## src/sv/uart_tx_with_fifo_assert.svh

```systemverilog
// Assertion macros shared by the serial transmitter modules
`ifndef UART_TX_WITH_FIFO_ASSERT_SVH
`define UART_TX_WITH_FIFO_ASSERT_SVH

`ifndef SYNTHESIS
`define UTXF_ASSERT(lbl, clk, rstn, prop, msg) \
    lbl: assert property (@(posedge clk) disable iff (!rstn) prop) else $error(msg);
`define UTXF_ASSERT_ALWAYS(lbl, clk, prop, msg) \
    lbl: assert property (@(posedge clk) prop) else $error(msg);
`else
`define UTXF_ASSERT(lbl, clk, rstn, prop, msg)
`define UTXF_ASSERT_ALWAYS(lbl, clk, prop, msg)
`endif

`endif

```

## src/sv/utxf_pkg.sv

```systemverilog
// Types and constants shared by the serial transmitter modules
package utxf_pkg;

    localparam int FRAME_BITS = 8;
    localparam int BIT_CNT_W  = 3;

    typedef enum logic [1:0] {
        OP_TICK  = 2'd0,
        OP_PUT   = 2'd1,
        OP_CLEAR = 2'd2
    } op_t;

    typedef struct packed {
        logic push;
        logic pop;
    } fifo_ctrl_t;

    typedef struct packed {
        logic empty;
        logic full;
    } fifo_stat_t;

    typedef struct packed {
        logic line;
        logic done;
        logic active;
        logic dropped;
    } tx_status_t;

endpackage

```

## src/sv/utxf_fifo.sv

```systemverilog
// Byte FIFO with registered read port and fill count
module utxf_fifo #(
    parameter int  DEPTH = 16,
    localparam int PTR_W = $clog2(DEPTH),
    localparam int CNT_W = $clog2(DEPTH + 1)
) (
    input  logic                  aclk,
    input  logic                  aresetn,
    input  utxf_pkg::fifo_ctrl_t  ctrl,
    input  logic [7:0]            wr_data,
    output logic [7:0]            rd_data,
    output utxf_pkg::fifo_stat_t  stat,
    output logic [CNT_W-1:0]      count_next
);

`include "uart_tx_with_fifo_assert.svh"

    logic [7:0]       mem [DEPTH];
    logic [7:0]       rd_data_reg;
    logic [PTR_W-1:0] rd_ptr_reg, rd_ptr_next;
    logic [PTR_W-1:0] wr_ptr_reg, wr_ptr_next;
    logic [CNT_W-1:0] count_reg;

    always_comb begin
        rd_ptr_next = rd_ptr_reg;
        wr_ptr_next = wr_ptr_reg;
        count_next  = count_reg;
        if (ctrl.push) begin
            wr_ptr_next = (wr_ptr_reg == PTR_W'(DEPTH - 1)) ? '0 : wr_ptr_reg + 1'b1;
            count_next  = count_reg + 1'b1;
        end
        if (ctrl.pop) begin
            rd_ptr_next = (rd_ptr_reg == PTR_W'(DEPTH - 1)) ? '0 : rd_ptr_reg + 1'b1;
            count_next  = count_reg - 1'b1;
        end
    end

    assign stat.empty = (count_reg == '0);
    assign stat.full  = (count_reg == CNT_W'(DEPTH));
    assign rd_data    = rd_data_reg;

    always_ff @(posedge aclk) begin
        if (!aresetn) begin
            rd_ptr_reg <= '0;
            wr_ptr_reg <= '0;
            count_reg  <= '0;
        end else begin
            rd_ptr_reg <= rd_ptr_next;
            wr_ptr_reg <= wr_ptr_next;
            count_reg  <= count_next;
        end
    end

    always_ff @(posedge aclk) begin
        if (ctrl.push) begin
            mem[wr_ptr_reg] <= wr_data;
        end
        if (ctrl.pop) begin
            rd_data_reg <= mem[rd_ptr_reg];
        end
    end

    `UTXF_ASSERT(a_no_push_pop, aclk, aresetn,
        !(ctrl.push && ctrl.pop), "push and pop together")
    `UTXF_ASSERT(a_pop_nonempty, aclk, aresetn,
        ctrl.pop |-> !stat.empty, "pop from empty FIFO")
    `UTXF_ASSERT(a_push_notfull, aclk, aresetn,
        ctrl.push |-> !stat.full, "push to full FIFO")
    `UTXF_ASSERT(a_count_up, aclk, aresetn,
        ctrl.push |=> count_reg == CNT_W'($past(count_reg) + 1'b1), "count did not advance on push")
    `UTXF_ASSERT(a_count_range, aclk, aresetn,
        count_reg <= CNT_W'(DEPTH), "fill count beyond depth")

endmodule

```

## src/sv/utxf_engine.sv

```systemverilog
// Frame sequencer: start, eight data bits LSB first, stop; busy and complete flags
module utxf_engine (
    input  logic                  aclk,
    input  logic                  aresetn,
    input  logic                  accept,
    input  utxf_pkg::op_t         op,
    input  utxf_pkg::fifo_stat_t  fifo_stat,
    input  logic [7:0]            rd_data,
    output utxf_pkg::fifo_ctrl_t  fifo_ctrl,
    output utxf_pkg::tx_status_t  status
);

`include "uart_tx_with_fifo_assert.svh"

    typedef enum logic [1:0] {
        PH_IDLE  = 2'd0,
        PH_START = 2'd1,
        PH_DATA  = 2'd2,
        PH_STOP  = 2'd3
    } phase_t;

    phase_t                           phase_reg, phase_next;
    logic [utxf_pkg::BIT_CNT_W-1:0]   bits_reg, bits_next;
    logic [7:0]                       shift_reg, shift_next;
    logic                             line_reg, line_next;
    logic                             done_reg, done_next;
    logic                             active_reg, active_next;
    logic                             dropped;

    always_comb begin
        phase_next     = phase_reg;
        bits_next      = bits_reg;
        shift_next     = shift_reg;
        line_next      = line_reg;
        done_next      = done_reg;
        active_next    = active_reg;
        dropped        = 1'b0;
        fifo_ctrl.push = 1'b0;
        fifo_ctrl.pop  = 1'b0;
        if (accept) begin
            case (op)
                utxf_pkg::OP_TICK: begin
                    if (active_reg) begin
                        case (phase_reg)
                            PH_IDLE: begin
                                if (!fifo_stat.empty) begin
                                    done_next     = 1'b0;
                                    bits_next     = '0;
                                    phase_next    = PH_START;
                                    fifo_ctrl.pop = 1'b1;
                                end else begin
                                    active_next = 1'b0;
                                    done_next   = 1'b1;
                                end
                            end
                            PH_START: begin
                                line_next  = 1'b0;
                                shift_next = rd_data;
                                phase_next = PH_DATA;
                            end
                            PH_DATA: begin
                                line_next  = shift_reg[0];
                                shift_next = {1'b0, shift_reg[7:1]};
                                bits_next  = bits_reg + 1'b1;
                                if (bits_reg ==
                                    utxf_pkg::BIT_CNT_W'(utxf_pkg::FRAME_BITS - 1)) begin
                                    bits_next  = '0;
                                    phase_next = PH_STOP;
                                end
                            end
                            default: begin
                                line_next  = 1'b1;
                                phase_next = PH_IDLE;
                            end
                        endcase
                    end
                end
                utxf_pkg::OP_PUT: begin
                    fifo_ctrl.push = !fifo_stat.full;
                    dropped        = fifo_stat.full;
                    active_next    = 1'b1;
                end
                utxf_pkg::OP_CLEAR: begin
                    done_next = 1'b0;
                end
                default: begin
                end
            endcase
        end
    end

    assign status.line    = line_next;
    assign status.done    = done_next;
    assign status.active  = active_next;
    assign status.dropped = dropped;

    always_ff @(posedge aclk) begin
        if (!aresetn) begin
            phase_reg  <= PH_IDLE;
            bits_reg   <= '0;
            line_reg   <= 1'b1;
            done_reg   <= 1'b0;
            active_reg <= 1'b0;
        end else begin
            phase_reg  <= phase_next;
            bits_reg   <= bits_next;
            line_reg   <= line_next;
            done_reg   <= done_next;
            active_reg <= active_next;
        end
    end

    always_ff @(posedge aclk) begin
        shift_reg <= shift_next;
    end

    `UTXF_ASSERT(a_busy_in_frame, aclk, aresetn, (phase_reg != PH_IDLE) |-> active_reg, "frame in progress while not busy")
    `UTXF_ASSERT(a_pop_starts, aclk, aresetn, fifo_ctrl.pop |=> (phase_reg == PH_START), "pop did not start a frame")
    `UTXF_ASSERT(a_line_idle, aclk, aresetn, (phase_reg == PH_IDLE || phase_reg == PH_START) |-> line_reg, "line low outside frame bits")
    `UTXF_ASSERT(a_done_not_busy, aclk, aresetn, (done_reg && phase_reg != PH_IDLE) |-> 1'b0, "complete flag set mid-frame")

endmodule

```

## src/sv/uart_tx_with_fifo.sv

```systemverilog
// 8N1 serial transmitter with byte FIFO, top level
// Takes one transaction per clock: a byte put, a bit-time tick or a clear of the
// complete flag, selected by s_tuser. Each transaction yields one status
// transaction on the m_ side in the next cycle, from an output register; the input
// stalls only while that register holds a result not yet taken. The FIFO keeps
// FIFO_DEPTH bytes in a memory with one write and one registered read port;
// the popped byte is read on the idle tick and enters the shift register on
// the start-bit tick. No clearing pass is needed after reset.
module uart_tx_with_fifo #(
    parameter int  FIFO_DEPTH = 16,
    localparam int CNT_W      = $clog2(FIFO_DEPTH + 1),
    localparam int M_W        = ((4 + CNT_W + 7) / 8) * 8
) (
    input  logic            aclk,
    input  logic            aresetn,
    input  logic            s_tvalid,
    output logic            s_tready,
    input  logic [7:0]      s_tdata,   // [7:0] data_byte
    input  logic [1:0]      s_tuser,   // [1:0] operation
    output logic            m_tvalid,
    input  logic            m_tready,
    output logic [M_W-1:0]  m_tdata    // [0] line_level, [1] complete_flag, [2] busy_res,
                                       // [3] dropped, [4 +: CNT_W] queued_count
);

    logic                  accept;
    utxf_pkg::fifo_ctrl_t  fifo_ctrl;
    utxf_pkg::fifo_stat_t  fifo_stat;
    utxf_pkg::tx_status_t  status;
    logic [7:0]            rd_data;
    logic [CNT_W-1:0]      count_next;
    logic [M_W-1:0]        result;
    logic                  m_valid_reg;
    logic [M_W-1:0]        m_tdata_reg;

    assign s_tready = !m_valid_reg || m_tready;
    assign accept   = s_tvalid && s_tready;

    utxf_fifo #(
        .DEPTH (FIFO_DEPTH)
    ) u_fifo (
        .aclk       (aclk),
        .aresetn    (aresetn),
        .ctrl       (fifo_ctrl),
        .wr_data    (s_tdata),
        .rd_data    (rd_data),
        .stat       (fifo_stat),
        .count_next (count_next)
    );

    utxf_engine u_engine (
        .aclk      (aclk),
        .aresetn   (aresetn),
        .accept    (accept),
        .op        (utxf_pkg::op_t'(s_tuser)),
        .fifo_stat (fifo_stat),
        .rd_data   (rd_data),
        .fifo_ctrl (fifo_ctrl),
        .status    (status)
    );

    always_comb begin
        result              = '0;
        result[0]           = status.line;
        result[1]           = status.done;
        result[2]           = status.active;
        result[3]           = status.dropped;
        result[4 +: CNT_W]  = count_next;
    end

    always_ff @(posedge aclk) begin
        if (!aresetn) begin
            m_valid_reg <= 1'b0;
        end else if (accept) begin
            m_valid_reg <= 1'b1;
        end else if (m_tready) begin
            m_valid_reg <= 1'b0;
        end
    end

    always_ff @(posedge aclk) begin
        if (accept) begin
            m_tdata_reg <= result;
        end
    end

    assign m_tvalid = m_valid_reg;
    assign m_tdata  = m_tdata_reg;

endmodule

```

## config.mk

```make
export PLATFORM = sky130hd
export DESIGN_NAME = uart_tx_with_fifo
export DESIGN_NICKNAME = d
export VERILOG_FILES = /design/src/sv/utxf_pkg.sv /design/src/sv/utxf_fifo.sv /design/src/sv/utxf_engine.sv /design/src/sv/uart_tx_with_fifo.sv
export VERILOG_INCLUDE_DIRS = /design/src /design/src/sv
export SDC_FILE = /design/constraint.sdc
export NUM_CORES = 1
export LEC_CHECK = 0
export ABC_AREA = 1
export BUFFER_PORTS_ARGS = -buffer_cell sky130_fd_sc_hd__buf_2
export CORE_ASPECT_RATIO = 0.9
export CORE_UTILIZATION = 49
export DETAILED_ROUTE_END_ITERATION = 6
export PLACE_DENSITY = 0.69
export SYNTH_ARGS = -nofsm -noshare
export SYNTH_HDL_FRONTEND = slang
export SYNTH_SLANG_ARGS = --single-unit
```

## constraint.sdc

```tcl
create_clock -name aclk -period 3.9 [get_ports aclk]
set_input_delay 0.39 -clock aclk [delete_from_list [all_inputs] [get_ports aclk]]
set_output_delay 0.39 -clock aclk [all_outputs]
set_load 0.02 [all_outputs]
```

==> metrics.txt, run 1 <==
gpl congestion 0.865; Fillers 1244; Finished Layout Cells 883; Iter 0 DRT Violations 476; Cell Area, Synth 7400 µm²; startpoint types flip-flop; CTS clk-pin slew, worst paths 70 ps; Critical path origin u_fifo.count_reg[0]; ys async rst share 0%; Yosys top cell by area edfxtp_1; initial antenna violation count 0; Seq/Total Area, Yosys 68.0%; Cells after Synth 655; Synth cell types 33; Max H-tree Level 4; Initial Util 50.3%; FF/Latch Area 5040 µm²; final hold violation count 0; CP bufs+invs 2; hold-fix buffers at CTS 0; DRC 0; synth warn 0; crit path DAT 2490 ps; Crit Path Max Fanout 11; root buffer cell clkbuf_16; Final Setup Violations 0; Peak VDD IR 0.328 mV; die width 132 µm; Tot GR Track Use 21.6%; ANT cells 0; Placement Rows 42; status finished, final reports clean; Power Density 470 nW/µm²; Crit. End Element flip-flop; full die area 15600 µm²; Mean Syn Cell Area 11.3 µm²; WS Path Type flip-flop to flip-flop; Final Cycle Share 62.1%; CP Cell Sequence inv_1 > ha_1 > nand3_4 > nand2_2 > inv_2 > nand2_1 > nor2_1; Synth area leaders edfxtp_1 62%, dfxtp_1 5.9%, nand2_1 5.6%; Die Height 119 µm; flip-flop count of the largest register after layout 128; vias per cell 5.35; count of flip-flops with a built-in enable after synthesis 153; # port buffers 24; Yosys top cell area share 62.1%; flop and latch count out of synthesis 175; max-slew violations 0; final core utilization 55.7%; worst slew pin tran 872 ps; Rel. slew slack 41.8%; Post-synth top flop edfxtp_1; RSZ-0062 raised after global routing no; routed vias 4725; count leader, synth edfxtp_1; Hold Crit Class input port to flip-flop; Critical Path RT 3970 ps; Worst R2R Setup Slack 1480 ps; final WL 15600 µm; Clock Sinks 175; Fin Setup TNS 0 ps; post-cts repair resize count 0; drt wl/cell 17.7 µm; reg2reg end u_fifo.mem[13][4]; cell family with most CP delay simple AND/OR/NAND/NOR gates; postcts setup bufs 0; post-DP HPWL 10200 µm; CTS tree done; latest clock arrival within the worst-skew pair 440 ps; pin count of the biggest net entering global routing 68; stages on the worst setup path 7; Reg2Reg Depth 7; fmax 0.413 GHz; Routed Antenna Nets 0; clk_skew 15.8 ps; max-cap viol count 0; Critical Path Max Stage Delay 550 ps; Max Root-Sink Buffers 2; first-pass GRT wire length 24800 µm; Std-Cell Core Area 14700 µm²; worst setup path endpoint u_fifo.mem[13][4]; area delta synth->final 10.7%; drt pass-1 iters 5; cell count after placement 851; Reg2Reg Launch Point u_fifo.count_reg[0]; Synth top cells by count 153 x edfxtp_1, 111 x nand2_1, 106 x nor2_1; total CTS buffers 17; multi-input logic area 2040 µm²; Final Critical Period 2420 ps; fin nets 698; vias in the first global route 4735; Crit-path slowest cell nor2_1; layout cells sized above 1 10.9%; LEAKAGE 2.98 nW; I/O pin count 32; total grt overflow 0
-- cells in the final DEF (no fill, tap or decap), types with 17 or more instances in the layout --
cell | synthesis | final
dfxtp_1 | 22 | 21
nor2_1 | 106 | 106
inv_1 | 35 | 35
clkbuf_16 | 0 | 17
nand2_1 | 111 | 111
o21ai_0 | 68 | 68
nand3_1 | 26 | 26
edfxtp_1 | 153 | 153
buf_2 | 12 | 24
-- cell type report --
class | instances | area share, %
clock buffer | 18 | 5.24
sequential | 175 | 61.4
clock inverter | 14 | 1.88
multi-input combinational | 411 | 24.9
timing repair buffer | 27 | 1.74
tap | 198 | 3.02
inverter | 40 | 1.83
-- metrics by stage --
stage	hold slack, ps	setup slack, ps	area (µm²)	power, mW
after floorplan	434	2030	7420	2.16
after global placement	450	1620	7610	2.20
after detailed placement	464	1510	7610	2.21
after CTS	191	1500	8200	3.87
after global routing	207	1330	8200	3.95
final	204	1480	8200	3.85
-- how the worst min path moves through the flow --
stage                 startpoint                 to  cells past startpoint
2_1_floorplan  u_engine.line_reg  u_engine.line_reg                      2
3_3_place_gp   u_engine.line_reg  u_engine.line_reg                      2
3_5_place_dp   u_engine.line_reg  u_engine.line_reg                      2
4_1_cts                  aresetn  u_engine.line_reg                      2
5_1_grt                  aresetn  u_engine.line_reg                      2
6_report                 aresetn  u_engine.line_reg                      2
-- per-layer routing --
layer  GRT usage (%)  wire, µm
met5               0         0
met4            8.87       269
met3            5.36       941
met2            35.6      7570
met1            27.3      6820
-- power breakdown --
| group | switching, mW | leakage [nW] | total [mW] | internal [mW] |
|---|---|---|---|---|
| Combinational | 0.0867 | 1.14 | 0.112 | 0.0252 |
| Clock | 0.734 | 0.281 | 1.69 | 0.954 |
| Sequential | 0.00651 | 1.56 | 2.05 | 2.04 |
| Total | 0.828 | 2.98 | 3.85 | 3.02 |
-- kinds of logic (layout without fill, tap and decap cells) --
| kind of cell | Yosys count | after routing | share of synthesized area, % |
|---|---|---|---|
| and+or+nand+nor | 265 | 265 | 15.2 |
| DFF | 175 | 175 | 68.0 |
| AOI/OAI and AO/OA | 121 | 121 | 9.21 |
| buffers and inverters | 75 | 99 | 4.77 |
| adders and majority gates | 12 | 12 | 2.03 |
| xor gates and xnor gates | 6 | 6 | 0.710 |
| other | 1 | 7 | 0.0507 |
Note: power is estimated with default switching activity, not from simulation.
==> run 2, diff against run 1 <==
--- a/config.mk
+++ b/config.mk
@@ -6,12 +6,12 @@
 export SDC_FILE = /design/constraint.sdc
 export NUM_CORES = 1
 export LEC_CHECK = 0
-export ABC_AREA = 1
+export ABC_AREA = 0
 export BUFFER_PORTS_ARGS = -buffer_cell sky130_fd_sc_hd__buf_2
 export CORE_ASPECT_RATIO = 0.9
 export CORE_UTILIZATION = 49
 export DETAILED_ROUTE_END_ITERATION = 6
-export PLACE_DENSITY = 0.69
+export PLACE_DENSITY = 0.71
 export SYNTH_ARGS = -nofsm -noshare
 export SYNTH_HDL_FRONTEND = slang
 export SYNTH_SLANG_ARGS = --single-unit
==> constraint.sdc (replaced) <==
create_clock -name aclk -period 1.9 [get_ports aclk]
set_input_delay 0.19 -clock aclk [delete_from_list [all_inputs] [get_ports aclk]]
set_output_delay 0.19 -clock aclk [all_outputs]
set_load 0.02 [all_outputs]
==> run 2 against run 1 <==
Effect of this change:
- the run now ends with setup timing left
- global-route usage shrank 1.2 points
- sequential cell count is the same
- sequential share of layout area shrank 4.3 points
- final area grew 7.7%
- core utilization grew 6.7 points
- register-to-register slack lost 1700 ps
- first-iteration DRC count shrank 16%
- critical endpoint is now u_fifo.count_reg[3]
- highest routed layer unchanged
==> metrics.txt, run 2 <==
WHS Endpoint m_tvalid; Final Setup Violations 7 (+7); count of flip-flops with a built-in enable after synthesis 153 (unchanged); Peak VDD IR 0.536 mV (+63%); Hold Crit Class input port to flip-flop; post-DP HPWL 9240 µm (-9.6%); Worst R2R Setup Slack -180 ps (-1650 ps); # port buffers 24 (unchanged); Routed Antenna Nets 0 (unchanged); Seq/Total Area, Yosys 70.3% (+2.3 points); Final Cycle Share 109% (+47 points); synth warn 0 (unchanged); layout cells sized above 1 36.8% (+26 points); failing checks setup timing; max-cap viol count 0 (unchanged); post-route design area 8830 µm² (+7.7%); I/O pin count 32 (unchanged); area delta synth->final 23.4%; full die area 15100 µm² (-3.3%); Reg2Reg Depth 7 (unchanged); Mean Syn Cell Area 16.7 µm² (+48%); Fin Setup TNS -485 ps (-485 ps); startpoint types flip-flop; proportion of power drawn by flip-flops and latches 53.8% (+0.6 points); Yosys top cell by area edfxtp_1; total CTS buffers 17 (unchanged); final WL 14400 µm (-8.0%); most frequent cells in the layout 153 x edfxtp_1, 54 x buf_4, 33 x nand2_1, 32 x mux4_2, 24 x buf_2; max-slew violations 0 (unchanged); drt wl/cell 19.9 µm (+12%); Max H-tree Level 4 (unchanged); Placement Rows 41 (-2.4%); Reg2Reg Launch Point u_engine.phase_reg[0]; Initial Util 50.5% (+0.24 points); combinational power share 3.0% (about the same); die width 129 µm (-1.6%); initial antenna violation count 0 (unchanged); area post-placement 8080 µm² (+6.1%); reg2reg end u_fifo.count_reg[3]; ys async rst share 0% (unchanged); Crit Path Max Fanout 5 (-6); Clock Power Share 43.2% (-0.7 points); flop and latch count out of synthesis 175 (unchanged); NetSw 1.61 mW (+94%); vias in the first global route 3935 (-17%); Synth cell types 51 (+55%); Crit. End Element flip-flop; gpl congestion 0.847 (-2.1%); flip-flop count of the largest register after layout 128 (unchanged); Max Root-Sink Buffers 2 (unchanged); Synth top cells by count 153 x edfxtp_1, 33 x nand2_1, 32 x mux4_2; fin nets 544 (-22%); routed vias 4059 (-14%); WHS Path Cells 3 (+1); pin count of the biggest net entering global routing 37 (-46%); first-pass GRT wire length 21900 µm (-12%); commonest non-fill, non-tap cell in the layout edfxtp_1; fmax 0.482 GHz (+17%); Final Critical Period 2080 ps (-349 ps); Power Density 884 nW/µm² (+88%); Synth area leaders edfxtp_1 64%, mux4_2 10%, dfxtp_1 6.2%; LEAKAGE 3.07 nW (+3.0%); Hold Slack 38.1 ps (-166 ps); CTS tree done; Total Power 7.80 mW (+100%); Cell Area, Synth 7160 µm² (-3.3%); vias per cell 5.61 (+4.9%); Tot GR Track Use 20.4% (-1.2 points); CTS clk-pin slew, worst paths 70 ps (about the same); final hold violation count 0 (unchanged); post-route setup slack -175 ps (-1650 ps); Internal 6.19 mW (+100%); total grt overflow 0 (unchanged); Post-synth top flop edfxtp_1; DRC 0 (unchanged); Cells after Synth 428 (-35%); status finished, violations left; final core utilization 62.4% (+6.7 points); ANT cells 0 (unchanged); hold_sp s_tvalid; Net Sw Frac 20.6% (-0.86 points); crit path DAT 2440 ps (-50 ps); Iter 0 DRT Violations 398 (-16%); Std-Cell Core Area 14200 µm² (-3.8%); Die Height 117 µm (-1.6%); Yosys top cell area share 64.2% (+2.1 points); RSZ-0062 raised after global routing yes; Critical Path RT 2260 ps (-1710 ps); Clock Sinks 175 (unchanged); count leader, synth edfxtp_1; WS Path Type flip-flop to flip-flop; root buffer cell clkbuf_16; latest clock arrival within the worst-skew pair 430 ps (about the same); clk_skew 9.19 ps (-6.61 ps); drt pass-1 iters 5 (unchanged)
-- run 2: cell types whose count changed after synthesis, moves of 13 or more --
cell	before	now
mux4_2	0	32
inv_1	35	14
nand3_1	26	6
o21ai_0	68	5
nand2_1	111	33
a22oi_1	1	17
o211ai_1	16	3
nor2_1	106	7
o22ai_1	16	3
-- run 2: worst max path at each step --
stage	startpoint	slack (ps)	to	cells after the start
after global placement	u_engine.phase_reg[0]	-90	m_tdata[7]	7
after detailed placement	u_engine.phase_reg[0]	-150	m_tdata[7]	7
after CTS	u_engine.phase_reg[0]	-140	m_tdata[7]	7
after global routing	u_engine.phase_reg[0]	-250	u_fifo.count_reg[3]	7
after floorplan	u_engine.phase_reg[1]	-60	m_tdata[7]	7
final	u_engine.phase_reg[0]	-180	u_fifo.count_reg[3]	7
-- run 2: logic make-up (layout without fill, tap and decap cells) --
kind of cell    Yosys count  after routing  share of synthesized area [%]
compound gates           54             54                           5.24
xor+xnor                  2              2                          0.245
fa+ha+maj                12             12                           2.10
buf+inv                  44            140                           2.83
flops                   175            175                           70.3
mux                      45             45                           12.0
other cells               1              7                         0.0524
simple gates             95             95                           7.17
-- run 2: critical path: stages (launching register included) --
cell and delay (ps):
dfxtp_2 330, inv_2 70, ha_4 120, and4bb_1 240, or4b_4 560, o41ai_4 350
buf_4 170, mux2i_1 150
-- run 2: routing by layer --
layer  global-route usage (%)  up-vias  part of all wire [%]
met5                        0        -                     0
met4                     5.96        0                   1.8
met3                     5.63       22                   5.1
met2                     32.2      131                    49
met1                     28.0     2047                    44
li1                         -     1859                     -
-- run 2: final cells by class --
| cell class | instances | area [µm²] |
|---|---|---|
| Fill cell | 1015 | 5330 |
| Sequential cell | 175 | 5040 |
| Multi-Input combinational cell | 215 | 2090 |
| Timing Repair Buffer | 93 | 813 |
| Clock buffer | 17 | 425 |
| Tap cell | 193 | 241 |
| Clock inverter | 14 | 144 |
| Inverter | 16 | 68.8 |
-- run 2: stage by stage --
| step | std cells | setup slack (ps) |
|---|---|---|
| final | 723 | -175 |
| after global routing | 723 | -246 |
| after CTS | 720 | -144 |
| after detailed placement | 682 | -155 |
| after global placement | 682 | -88.9 |
| after floorplan | 434 | -57.1 |
-- run 2: repair_timing --
| item | CTS | global route |
|---|---|---|
| hold buffers | 0 | 0 |
| pin swaps | 1 | 4 |
| gates cloned | 0 | 1 |
| setup buffers | 7 | 3 |
| setup endpoints to repair | 28 | 80 |
| gates resized for setup | 10 | 12 |
-- run 2: power by group through the flow --
stage               Clock [mW]  Sequential [mW]  Combinational [mW]
floorplan                    0             4.30              0.0976
global placement             0             4.28               0.210
detailed placement           0             4.28               0.219
CTS                       3.39             4.20               0.223
global route              3.55             4.20               0.250
finish                    3.37             4.20               0.232
